### config.mk
export PLATFORM = sky130hd
export DESIGN_NAME = dct_forward_inverse
export DESIGN_NICKNAME = d
export VERILOG_FILES = /design/src/sv/dctfi_pkg.sv /design/src/sv/dctfi_ctrl.sv /design/src/sv/dctfi_dp.sv /design/src/sv/dct_forward_inverse.sv
export SDC_FILE = /design/constraint.sdc
export NUM_CORES = 2
export LEC_CHECK = 0
export ABC_AREA = 0
export CORE_UTILIZATION = 53
export CTS_BUF_LIST = sky130_fd_sc_hd__clkbuf_16
export DETAILED_ROUTE_END_ITERATION = 10
export DONT_BUFFER_PORTS = 1
export GPL_TIMING_DRIVEN = 0
export PLACE_DENSITY_LB_ADDON = 0.25
export SLEW_MARGIN = 20
export SYNTH_ARGS = -nofsm -noshare
export SYNTH_HDL_FRONTEND = slang
export SYNTH_SLANG_ARGS = --single-unit
### constraint.sdc
create_clock -name i_clk -period 7.5 [get_ports i_clk]
set_input_delay 0.75 -clock i_clk [delete_from_list [all_inputs] [get_ports i_clk]]
set_output_delay 0.75 -clock i_clk [all_outputs]
set_load 0.05 [all_outputs]
### src/sv/dctfi_pkg.sv
// ============================================================================
// dctfi_pkg - shared types and constants of the DCT forward/inverse block
// Command and status structs, register indexes and the cosine ROM builder.
// ============================================================================
package dctfi_pkg;

    localparam int IDX_W   = 6;
    localparam int CNT_W   = 7;
    localparam int ROM_Q   = 64;
    localparam int VAL_W   = 30;
    localparam int OUT_FRAC = 8;
    localparam int LOG2_W  = 3;
    localparam int CFG_IDX_W  = 2;
    localparam int CFG_DATA_W = 3;
    localparam longint unsigned PI_Q30 = 64'd3373259426;

    localparam logic [CFG_IDX_W-1:0] REG_INVERSE_MODE = 2'd0;
    localparam logic [CFG_IDX_W-1:0] REG_LOG2_LENGTH  = 2'd1;

    typedef struct packed {
        logic              wr_en;
        logic [IDX_W-1:0]  wr_addr;
        logic              issue;
        logic              clr;
        logic [IDX_W-1:0]  i;
        logic [IDX_W-1:0]  k;
        logic              inv;
        logic [LOG2_W-1:0] l;
        logic              load_out;
        logic              last;
    } t_cmd;

    typedef struct packed {
        logic out_busy;
    } t_stat;

    // shift-subtract quotient, evaluated only while the ROM is elaborated
    function automatic longint unsigned udiv64(input longint unsigned num,
                                               input longint unsigned den);
        longint unsigned q;
        longint unsigned r;
        q = '0;
        r = '0;
        for (int b = 63; b >= 0; b--) begin
            r = {r[62:0], num[b]};
            if (r >= den) begin
                r    = r - den;
                q[b] = 1'b1;
            end
        end
        return q;
    endfunction

    // quarter-wave cosine magnitude, entry j = cos(j*pi/128) rounded to frac bits
    function automatic logic [31:0] cos_rom_entry(input int unsigned j,
                                                  input int unsigned frac);
        longint unsigned x;
        longint unsigned x2;
        longint unsigned term;
        longint unsigned dv;
        longint          sum;
        longint unsigned res;
        x    = (longint'(j) * PI_Q30 + 64'd64) >> 7;
        x2   = (x * x) >> 30;
        term = 64'd1 << 30;
        sum  = longint'(term);
        for (int n = 1; n <= 12; n++) begin
            dv   = longint'((2 * n - 1) * (2 * n));
            term = udiv64((term * x2) >> 30, dv);
            if ((n % 2) == 1) begin
                sum = sum - longint'(term);
            end else begin
                sum = sum + longint'(term);
            end
        end
        if (sum < 0) begin
            sum = 0;
        end
        if (sum > (longint'(1) << 30)) begin
            sum = longint'(1) << 30;
        end
        res = (longint'(sum) + (longint'(1) << (29 - frac))) >> (30 - frac);
        return 32'(res);
    endfunction

endpackage

### src/sv/dctfi_ctrl.sv
// ============================================================================
// dctfi_ctrl - sequencer of the DCT block
// Holds configuration and the load count, steps the MAC over i and k.
// ============================================================================
module dctfi_ctrl #(
    parameter int MAX_LEN = 64
) (
    input  logic                                i_clk,
    input  logic                                i_rst_n,
    input  logic                                i_cfg_we,
    input  logic [dctfi_pkg::CFG_IDX_W-1:0]     i_cfg_idx,
    input  logic [dctfi_pkg::CFG_DATA_W-1:0]    i_cfg_data,
    input  logic                                i_s_tvalid,
    output logic                                o_s_tready,
    input  dctfi_pkg::t_stat                    i_stat,
    output dctfi_pkg::t_cmd                     o_cmd
);

    localparam int LMAX = $clog2(MAX_LEN + 1) - 1;
    localparam logic [dctfi_pkg::LOG2_W-1:0] LMAX_L = dctfi_pkg::LOG2_W'(LMAX);

    typedef enum logic [1:0] {S_LOAD, S_RUN, S_DRAIN, S_DONE} t_state;

    t_state                            r_state;
    logic                              r_inv;
    logic [dctfi_pkg::LOG2_W-1:0]      r_log2;
    logic [dctfi_pkg::CNT_W-1:0]       r_cnt;
    logic [dctfi_pkg::IDX_W-1:0]       r_i;
    logic [dctfi_pkg::IDX_W-1:0]       r_k;
    logic                              r_drain;

    logic [dctfi_pkg::LOG2_W-1:0]      w_l;
    logic [dctfi_pkg::CNT_W-1:0]       w_n;
    logic [dctfi_pkg::IDX_W-1:0]       w_nm1;
    logic [dctfi_pkg::CNT_W-1:0]       n_cnt;

    assign w_l   = (r_log2 > LMAX_L) ? LMAX_L : r_log2;
    assign w_n   = dctfi_pkg::CNT_W'(1) << w_l;
    assign w_nm1 = dctfi_pkg::IDX_W'(w_n - dctfi_pkg::CNT_W'(1));
    assign n_cnt = r_cnt + dctfi_pkg::CNT_W'(1);

    assign o_s_tready = (r_state == S_LOAD);

    always_comb begin
        o_cmd          = '0;
        o_cmd.wr_en    = (r_state == S_LOAD) && i_s_tvalid;
        o_cmd.wr_addr  = r_cnt[dctfi_pkg::IDX_W-1:0];
        o_cmd.issue    = (r_state == S_RUN);
        o_cmd.clr      = (r_i == '0);
        o_cmd.i        = r_i;
        o_cmd.k        = r_k;
        o_cmd.inv      = r_inv;
        o_cmd.l        = w_l;
        o_cmd.load_out = (r_state == S_DONE) && !i_stat.out_busy;
        o_cmd.last     = (r_k == w_nm1);
    end

    always_ff @(posedge i_clk) begin
        if (!i_rst_n) begin
            r_state <= S_LOAD;
            r_inv   <= 1'b0;
            r_log2  <= 3'd6;
            r_cnt   <= '0;
            r_i     <= '0;
            r_k     <= '0;
            r_drain <= 1'b0;
        end else begin
            unique case (r_state)
                S_LOAD: begin
                    if (i_s_tvalid) begin
                        if (n_cnt == w_n) begin
                            r_cnt   <= '0;
                            r_i     <= '0;
                            r_k     <= '0;
                            r_state <= S_RUN;
                        end else begin
                            r_cnt <= n_cnt;
                        end
                    end
                end
                S_RUN: begin
                    if (r_i == w_nm1) begin
                        r_drain <= 1'b1;
                        r_state <= S_DRAIN;
                    end else begin
                        r_i <= r_i + 1'b1;
                    end
                end
                S_DRAIN: begin
                    if (r_drain) begin
                        r_drain <= 1'b0;
                    end else begin
                        r_state <= S_DONE;
                    end
                end
                S_DONE: begin
                    if (!i_stat.out_busy) begin
                        r_i <= '0;
                        if (r_k == w_nm1) begin
                            r_state <= S_LOAD;
                        end else begin
                            r_k     <= r_k + 1'b1;
                            r_state <= S_RUN;
                        end
                    end
                end
                default: r_state <= S_LOAD;
            endcase
            if (i_cfg_we) begin
                if (i_cfg_idx == dctfi_pkg::REG_INVERSE_MODE) begin
                    r_inv <= i_cfg_data[0];
                end else if (i_cfg_idx == dctfi_pkg::REG_LOG2_LENGTH) begin
                    r_log2 <= i_cfg_data;
                    r_cnt  <= '0;
                end
            end
        end
    end

endmodule

### src/sv/dctfi_dp.sv
// ============================================================================
// dctfi_dp - datapath of the DCT block
// Sample store, cosine ROM, one MAC pipeline, scaling, saturation, output reg.
// ============================================================================
module dctfi_dp #(
    parameter int MAX_LEN       = 64,
    parameter int SAMPLE_BITS   = 16,
    parameter int COS_FRAC_BITS = 15
) (
    input  logic                                i_clk,
    input  logic                                i_rst_n,
    input  dctfi_pkg::t_cmd                     i_cmd,
    input  logic [SAMPLE_BITS-1:0]              i_sample,
    input  logic                                i_m_tready,
    output dctfi_pkg::t_stat                    o_stat,
    output logic                                o_valid,
    output logic [dctfi_pkg::VAL_W-1:0]         o_value,
    output logic [dctfi_pkg::IDX_W-1:0]         o_index,
    output logic                                o_last
);

    localparam int AW     = (MAX_LEN > 1) ? $clog2(MAX_LEN) : 1;
    localparam int MW     = COS_FRAC_BITS + 1;
    localparam int CW     = COS_FRAC_BITS + 2;
    localparam int PW     = SAMPLE_BITS + CW;
    localparam int ACC_W  = PW + 6;
    localparam int EW     = (ACC_W + 2 > dctfi_pkg::VAL_W + 1) ? ACC_W + 2
                                                              : dctfi_pkg::VAL_W + 1;
    localparam int BASE_SH = COS_FRAC_BITS - dctfi_pkg::OUT_FRAC;
    localparam logic signed [EW-1:0] SAT_HI = EW'((64'sd1 <<< (dctfi_pkg::VAL_W - 1)) - 1);
    localparam logic signed [EW-1:0] SAT_LO = -SAT_HI - EW'(1);
    localparam logic signed [CW-1:0] HALF_ONE = CW'(1) << (COS_FRAC_BITS - 1);

    logic signed [SAMPLE_BITS-1:0] r_mem [MAX_LEN];

    logic [MW-1:0]                 w_rom [dctfi_pkg::ROM_Q + 1];

    for (genvar j = 0; j <= dctfi_pkg::ROM_Q; j++) begin : g_rom
        localparam logic [MW-1:0] ROM_V = MW'(dctfi_pkg::cos_rom_entry(j, COS_FRAC_BITS));
        assign w_rom[j] = ROM_V;
    end

    // phase lookup
    logic [6:0]                    w_a;
    logic [5:0]                    w_b;
    logic [12:0]                   w_pp;
    logic [2:0]                    w_psh;
    logic [7:0]                    w_ph;
    logic [6:0]                    w_ridx;
    logic                          w_neg;
    logic signed [CW-1:0]          w_mag;
    logic signed [CW-1:0]          w_cos;

    assign w_a   = i_cmd.inv ? {i_cmd.k, 1'b1} : {i_cmd.i, 1'b1};
    assign w_b   = i_cmd.inv ? i_cmd.i : i_cmd.k;
    assign w_pp  = 13'(w_a) * 13'(w_b);
    assign w_psh = 3'd6 - i_cmd.l;
    assign w_ph  = w_pp[7:0] << w_psh;

    always_comb begin
        if (w_ph <= 8'd64) begin
            w_ridx = w_ph[6:0];
            w_neg  = 1'b0;
        end else if (w_ph <= 8'd128) begin
            w_ridx = 7'(9'd128 - {1'b0, w_ph});
            w_neg  = 1'b1;
        end else if (w_ph <= 8'd192) begin
            w_ridx = 7'({1'b0, w_ph} - 9'd128);
            w_neg  = 1'b1;
        end else begin
            w_ridx = 7'(9'd256 - {1'b0, w_ph});
            w_neg  = 1'b0;
        end
    end

    assign w_mag = $signed(CW'(w_rom[w_ridx]));

    always_comb begin
        if (i_cmd.inv && (i_cmd.i == '0)) begin
            w_cos = HALF_ONE;
        end else if (w_neg) begin
            w_cos = -w_mag;
        end else begin
            w_cos = w_mag;
        end
    end

    // MAC pipeline
    logic signed [SAMPLE_BITS-1:0] r_smp;
    logic signed [CW-1:0]          r_cos;
    logic                          r_v1;
    logic                          r_c1;
    logic signed [PW-1:0]          r_prod;
    logic                          r_v2;
    logic                          r_c2;
    logic signed [ACC_W-1:0]       r_acc;

    always_ff @(posedge i_clk) begin
        if (i_cmd.wr_en) begin
            r_mem[i_cmd.wr_addr[AW-1:0]] <= $signed(i_sample);
        end
        if (i_cmd.issue) begin
            r_smp <= r_mem[i_cmd.i[AW-1:0]];
            r_cos <= w_cos;
        end
        r_prod <= r_smp * r_cos;
    end

    always_ff @(posedge i_clk) begin
        if (!i_rst_n) begin
            r_v1  <= 1'b0;
            r_c1  <= 1'b0;
            r_v2  <= 1'b0;
            r_c2  <= 1'b0;
            r_acc <= '0;
        end else begin
            r_v1 <= i_cmd.issue;
            r_c1 <= i_cmd.clr;
            r_v2 <= r_v1;
            r_c2 <= r_c1;
            if (r_v2) begin
                r_acc <= r_c2 ? ACC_W'(r_prod) : r_acc + ACC_W'(r_prod);
            end
        end
    end

    // scale, round half up, saturate
    logic signed [5:0]             w_sh;
    logic [4:0]                    w_shu;
    logic signed [EW-1:0]          w_ext;
    logic signed [EW-1:0]          w_rnd;
    logic signed [EW-1:0]          w_scl;
    logic [dctfi_pkg::VAL_W-1:0]   w_val;

    assign w_sh  = i_cmd.inv ? 6'(BASE_SH) + 6'(i_cmd.l) - 6'sd1 : 6'(BASE_SH);
    assign w_shu = w_sh[4:0];
    assign w_ext = EW'(r_acc);
    assign w_rnd = w_ext + (EW'(1) << (w_shu - 5'd1));

    always_comb begin
        if (w_sh > 6'sd0) begin
            w_scl = w_rnd >>> w_shu;
        end else if (w_sh < 6'sd0) begin
            w_scl = w_ext <<< 1;
        end else begin
            w_scl = w_ext;
        end
        if (w_scl > SAT_HI) begin
            w_val = dctfi_pkg::VAL_W'(SAT_HI);
        end else if (w_scl < SAT_LO) begin
            w_val = dctfi_pkg::VAL_W'(SAT_LO);
        end else begin
            w_val = w_scl[dctfi_pkg::VAL_W-1:0];
        end
    end

    // output register
    logic                          r_out_valid;
    logic [dctfi_pkg::VAL_W-1:0]   r_out_value;
    logic [dctfi_pkg::IDX_W-1:0]   r_out_index;
    logic                          r_out_last;

    always_ff @(posedge i_clk) begin
        if (!i_rst_n) begin
            r_out_valid <= 1'b0;
        end else if (i_cmd.load_out) begin
            r_out_valid <= 1'b1;
        end else if (i_m_tready) begin
            r_out_valid <= 1'b0;
        end
        if (i_cmd.load_out) begin
            r_out_value <= w_val;
            r_out_index <= i_cmd.k;
            r_out_last  <= i_cmd.last;
        end
    end

    assign o_stat.out_busy = r_out_valid && !i_m_tready;
    assign o_valid = r_out_valid;
    assign o_value = r_out_value;
    assign o_index = r_out_index;
    assign o_last  = r_out_last;

endmodule

### src/sv/dct_forward_inverse.sv
// ============================================================================
// dct_forward_inverse - direct-form DCT-II and inverse DCT block
// Loads N samples, then streams N transform results in index order.
// ============================================================================
// Samples are taken one per cycle while i_s_tvalid is high until N =
// 2^log2_length (at most MAX_LEN) have arrived; the block then computes the N
// results with a single multiply-accumulate unit fed by the sample store read
// port and a quarter-wave cosine ROM. Each result runs the MAC over all N
// samples, then drains the pipeline and loads the output register. No sample
// is taken while results are being computed. Results leave through the output
// register, so computing the next result overlaps a stalled one.
// ============================================================================
module dct_forward_inverse #(
    parameter int MAX_LEN       = 64,
    parameter int SAMPLE_BITS   = 16,
    parameter int COS_FRAC_BITS = 15
) (
    input  logic                                i_clk,
    input  logic                                i_rst_n,
    input  logic                                i_cfg_we,
    input  logic [dctfi_pkg::CFG_IDX_W-1:0]     i_cfg_idx,
    input  logic [dctfi_pkg::CFG_DATA_W-1:0]    i_cfg_data,
    input  logic                                i_s_tvalid,
    output logic                                o_s_tready,
    input  logic [15:0]                         i_s_tdata,   // sample[15:0]
    output logic                                o_m_tvalid,
    input  logic                                i_m_tready,
    output logic [39:0]                         o_m_tdata,   // value[29:0], index[35:30]
    output logic                                o_m_tlast
);

    dctfi_pkg::t_cmd                w_cmd;
    dctfi_pkg::t_stat               w_stat;
    logic [SAMPLE_BITS-1:0]         w_sample;
    logic [dctfi_pkg::VAL_W-1:0]    w_value;
    logic [dctfi_pkg::IDX_W-1:0]    w_index;

    assign w_sample = SAMPLE_BITS'(i_s_tdata);

    dctfi_ctrl #(
        .MAX_LEN (MAX_LEN)
    ) u_ctrl (
        .i_clk      (i_clk),
        .i_rst_n    (i_rst_n),
        .i_cfg_we   (i_cfg_we),
        .i_cfg_idx  (i_cfg_idx),
        .i_cfg_data (i_cfg_data),
        .i_s_tvalid (i_s_tvalid),
        .o_s_tready (o_s_tready),
        .i_stat     (w_stat),
        .o_cmd      (w_cmd)
    );

    dctfi_dp #(
        .MAX_LEN       (MAX_LEN),
        .SAMPLE_BITS   (SAMPLE_BITS),
        .COS_FRAC_BITS (COS_FRAC_BITS)
    ) u_dp (
        .i_clk      (i_clk),
        .i_rst_n    (i_rst_n),
        .i_cmd      (w_cmd),
        .i_sample   (w_sample),
        .i_m_tready (i_m_tready),
        .o_stat     (w_stat),
        .o_valid    (o_m_tvalid),
        .o_value    (w_value),
        .o_index    (w_index),
        .o_last     (o_m_tlast)
    );

    assign o_m_tdata = {4'b0000, w_index, w_value};

    a_no_load_while_run: assert property (@(posedge i_clk) disable iff (!i_rst_n)
        w_cmd.issue |-> !o_s_tready)
        else $error("sample port open during MAC run");

    a_no_overwrite: assert property (@(posedge i_clk) disable iff (!i_rst_n)
        w_cmd.load_out |-> !(o_m_tvalid && !i_m_tready))
        else $error("result overwritten while stalled");

    a_load_shows: assert property (@(posedge i_clk) disable iff (!i_rst_n)
        w_cmd.load_out |=> o_m_tvalid && (w_index == $past(w_cmd.k)))
        else $error("loaded result not presented");

endmodule
==> run_results.csv <==
group,metric,value,unit
run_status,outcome,"completed",
worst_setup_path,slowest_delay,0.56,ns
final_layout,area_growth,13.4,%
final_layout,seq_area,0.0349,mm²
worst_setup_path,crit_required,7.96,ns
routing,viasPerCell,6.43,
worst_setup_path,endpoint_kind,"flop",
clocking,insertion_delay,0.78,ns
clocking,htreeDepth,3,
placement,pre_cts_slack,-2.65,ns
yosys,synth_warnings,0,
worst_hold_path,min_from,"i_s_tdata[12]",
timing,fin_skew,0.0715,ns
routing,drt-wirelength-per-cell,27.9,µm
clocking,path_clk_slew,0.07,ns
worst_setup_path,r2r_start,"u_ctrl.r_inv",
yosys,synthCells,4918,
yosys,ys_types,118,
final_layout,finalNetCount,5706,
worst_setup_path,cp_max_fo,10,
timing,fmax,135,MHz
final_layout,final_cells,6928,
global_route,grt_first_pass_wirelength,284000,µm
timing,slew_violations,0,
worst_setup_path,critical_path_arrival,7.87,ns
clocking,holdBufCountCts,0,
final_layout,multi_input_area,0.0304,mm²
timing,final_hold_viol_count,0,
worst_setup_path,criticalPathCategory,"reg2reg",
routing,drt_pass1_iterations,9,
yosys,synth_top_flop_cell,"edfxtp_1",
yosys,synth_edf_count,1094,
floorplan,core_area,0.124,mm²
floorplan,pin_count,69,
yosys,ys_seq_area_share,52.4,%
floorplan,die_area,0.127,mm²
placement,port_buffers,0,
clocking,cts_buffer_depth,3,
clocking,cts_made_buffers,116,
routing,drc,0,
final_layout,postLayoutCellArea,0.0756,mm²
clocking,clkSinkCount,1197,
timing,finalSetupViolations,0,
final_layout,final_cell_mix,"edfxtp_1, nand2_1, inv_1, mux4_2, fa_1",
timing,finalCritPeriodShare,98.8,%
timing,finalCriticalPeriod,7.41,ns
worst_setup_path,critPathBufInv,6,
floorplan,fp.dieH,357,µm
placement,finalWeightedCongestion,1.01,
yosys,synth_seq_cells,1197,
final_layout,drive_gt1_share,20.6,%
routing,ant_nets,0,
yosys,async_flop_share,0,%
worst_hold_path,hold_class,"in2reg",
yosys,syn_avg_cell_area,13.5,µm²
timing,slew_headroom,27.2,%
global_route,grt_pass1_vias,42900,
floorplan,fp-row-count,129,
global_route,antenna_found_initial,10,
floorplan,die_w,357,µm
worst_setup_path,cp-startpoint,"u_ctrl.r_inv",
job,cap_violations,0,
final_layout,fillers,9300,
floorplan,start_util,53.7,%
yosys,netlist_area,0.0666,mm²
clocking,cts_tree,"done",
routing,num_vias,44500,
worst_setup_path,crit_path_start_kind,"flop",
timing,worst_slack,0.0897,ns
worst_setup_path,cpMostUsedCell,"fa_1",
global_route,grt_overflow,0,
routing,wirelength,193000,µm
routing,drt_iter0_drc,5716,
global_route,grtUsageTotal,30.4,%
clocking,root_buffer,"clkbuf_16",
timing,whs,0.0682,ns
worst_setup_path,cp_slowest_cell,"fa_1",
global_route,grt_max_degree,65,
placement,place_inst,6625,
placement,dp_hpwl,138000,µm
placement,place_area,0.0697,mm²
worst_setup_path,crit_family,"adder cells",
timing,worst_pin_slew,1.09,ns
final_layout,final_common_cell,"edfxtp_1",
## synth_stat cells (68+ instances only)
cell      instances  area [µm²]
ha_1            197        2460
nand3_1          68         340
nand2_1         393        1480
o21ai_0         175         876
clkbuf_1        200         751
xnor2_1          79         692
and2_1          123         769
a21oi_1         212        1060
dfxtp_1         103        2060
inv_1           354        1330
nor2_1          335        1260
edfxtp_1       1094       32900
nor3_1           70         350
fa_1            291        5830
mux4_2          332        7480
## cells by family after synthesis
group / share of synthesized area [%]
buffers and inverters: 3.80
flip-flops: 52.4
multiplexers: 12.5
AND/OR/NAND/NOR: 8.49
XOR/XNOR: 1.94
AO/OA/AOI/OAI: 8.37
other: 0.00563
adder cells (fa/ha/maj): 12.5
## cell type report
type                       count  share of cell area (%)
multi-input combinational   3099                    40.2
clock inverter                99                    1.24
sequential                  1197                    46.2
tap                         1637                    2.71
clock buffer                 117                    3.87
inverter                     359                    1.81
timing repair buffer         171                    2.22
buffer                       248                    1.77
antenna                        1                 0.00331
## layer usage
layer  global-route usage [%]  routed length (µm)  vias up
met1                     44.3               78600    22700
li1                         -                   -    18900
met3                     5.48               19500      407
met5                        0                  34        -
met4                     9.78                6910        6
met2                     46.5               88000     2555
## worst paths after layout
check                       endpoint  slack [ns]  cells after the start
hold reg to reg            u_dp.r_v2        0.44                      1
setup / recovery       u_dp.r_cos[9]        0.09                     30
setup reg to reg       u_dp.r_cos[9]        0.09                     30
hold / removal    u_dp.r_mem[48][12]        0.07                      0
## registers in the layout, indices dropped and copies added, names as in the netlist, 2 cells and up
signal / flops
u_dp.o_index: 6
u_ctrl.r_state: 2
u_dp.r_acc: 39
u_ctrl.r_log2: 3
u_dp.r_cos: 17
u_dp.o_value: 30
u_dp.r_mem: 1024
u_ctrl.r_i: 6
u_dp.r_prod: 33
u_ctrl.r_k: 6
u_ctrl.r_cnt: 7
u_dp.r_smp: 16
## repair_timing
action,in CTS,in global routing
pin swaps,25,47
setup buffers,49,64
gates resized for setup,198,152
setup endpoints to repair,50,48
cloned,0,4
## per-stage QoR
stage,TNS [ns],util [%]
detailed placement,-90.09,56.2
global placement,-93.83,55.4
global route,-0.391,60.9
finish,0,60.9
CTS,-0.00301,60.1
floorplan,0,-
Power is left out: the tool's default activity adds up to more than one toggle a clock period on the data nets, which glitch-free logic cannot reach.
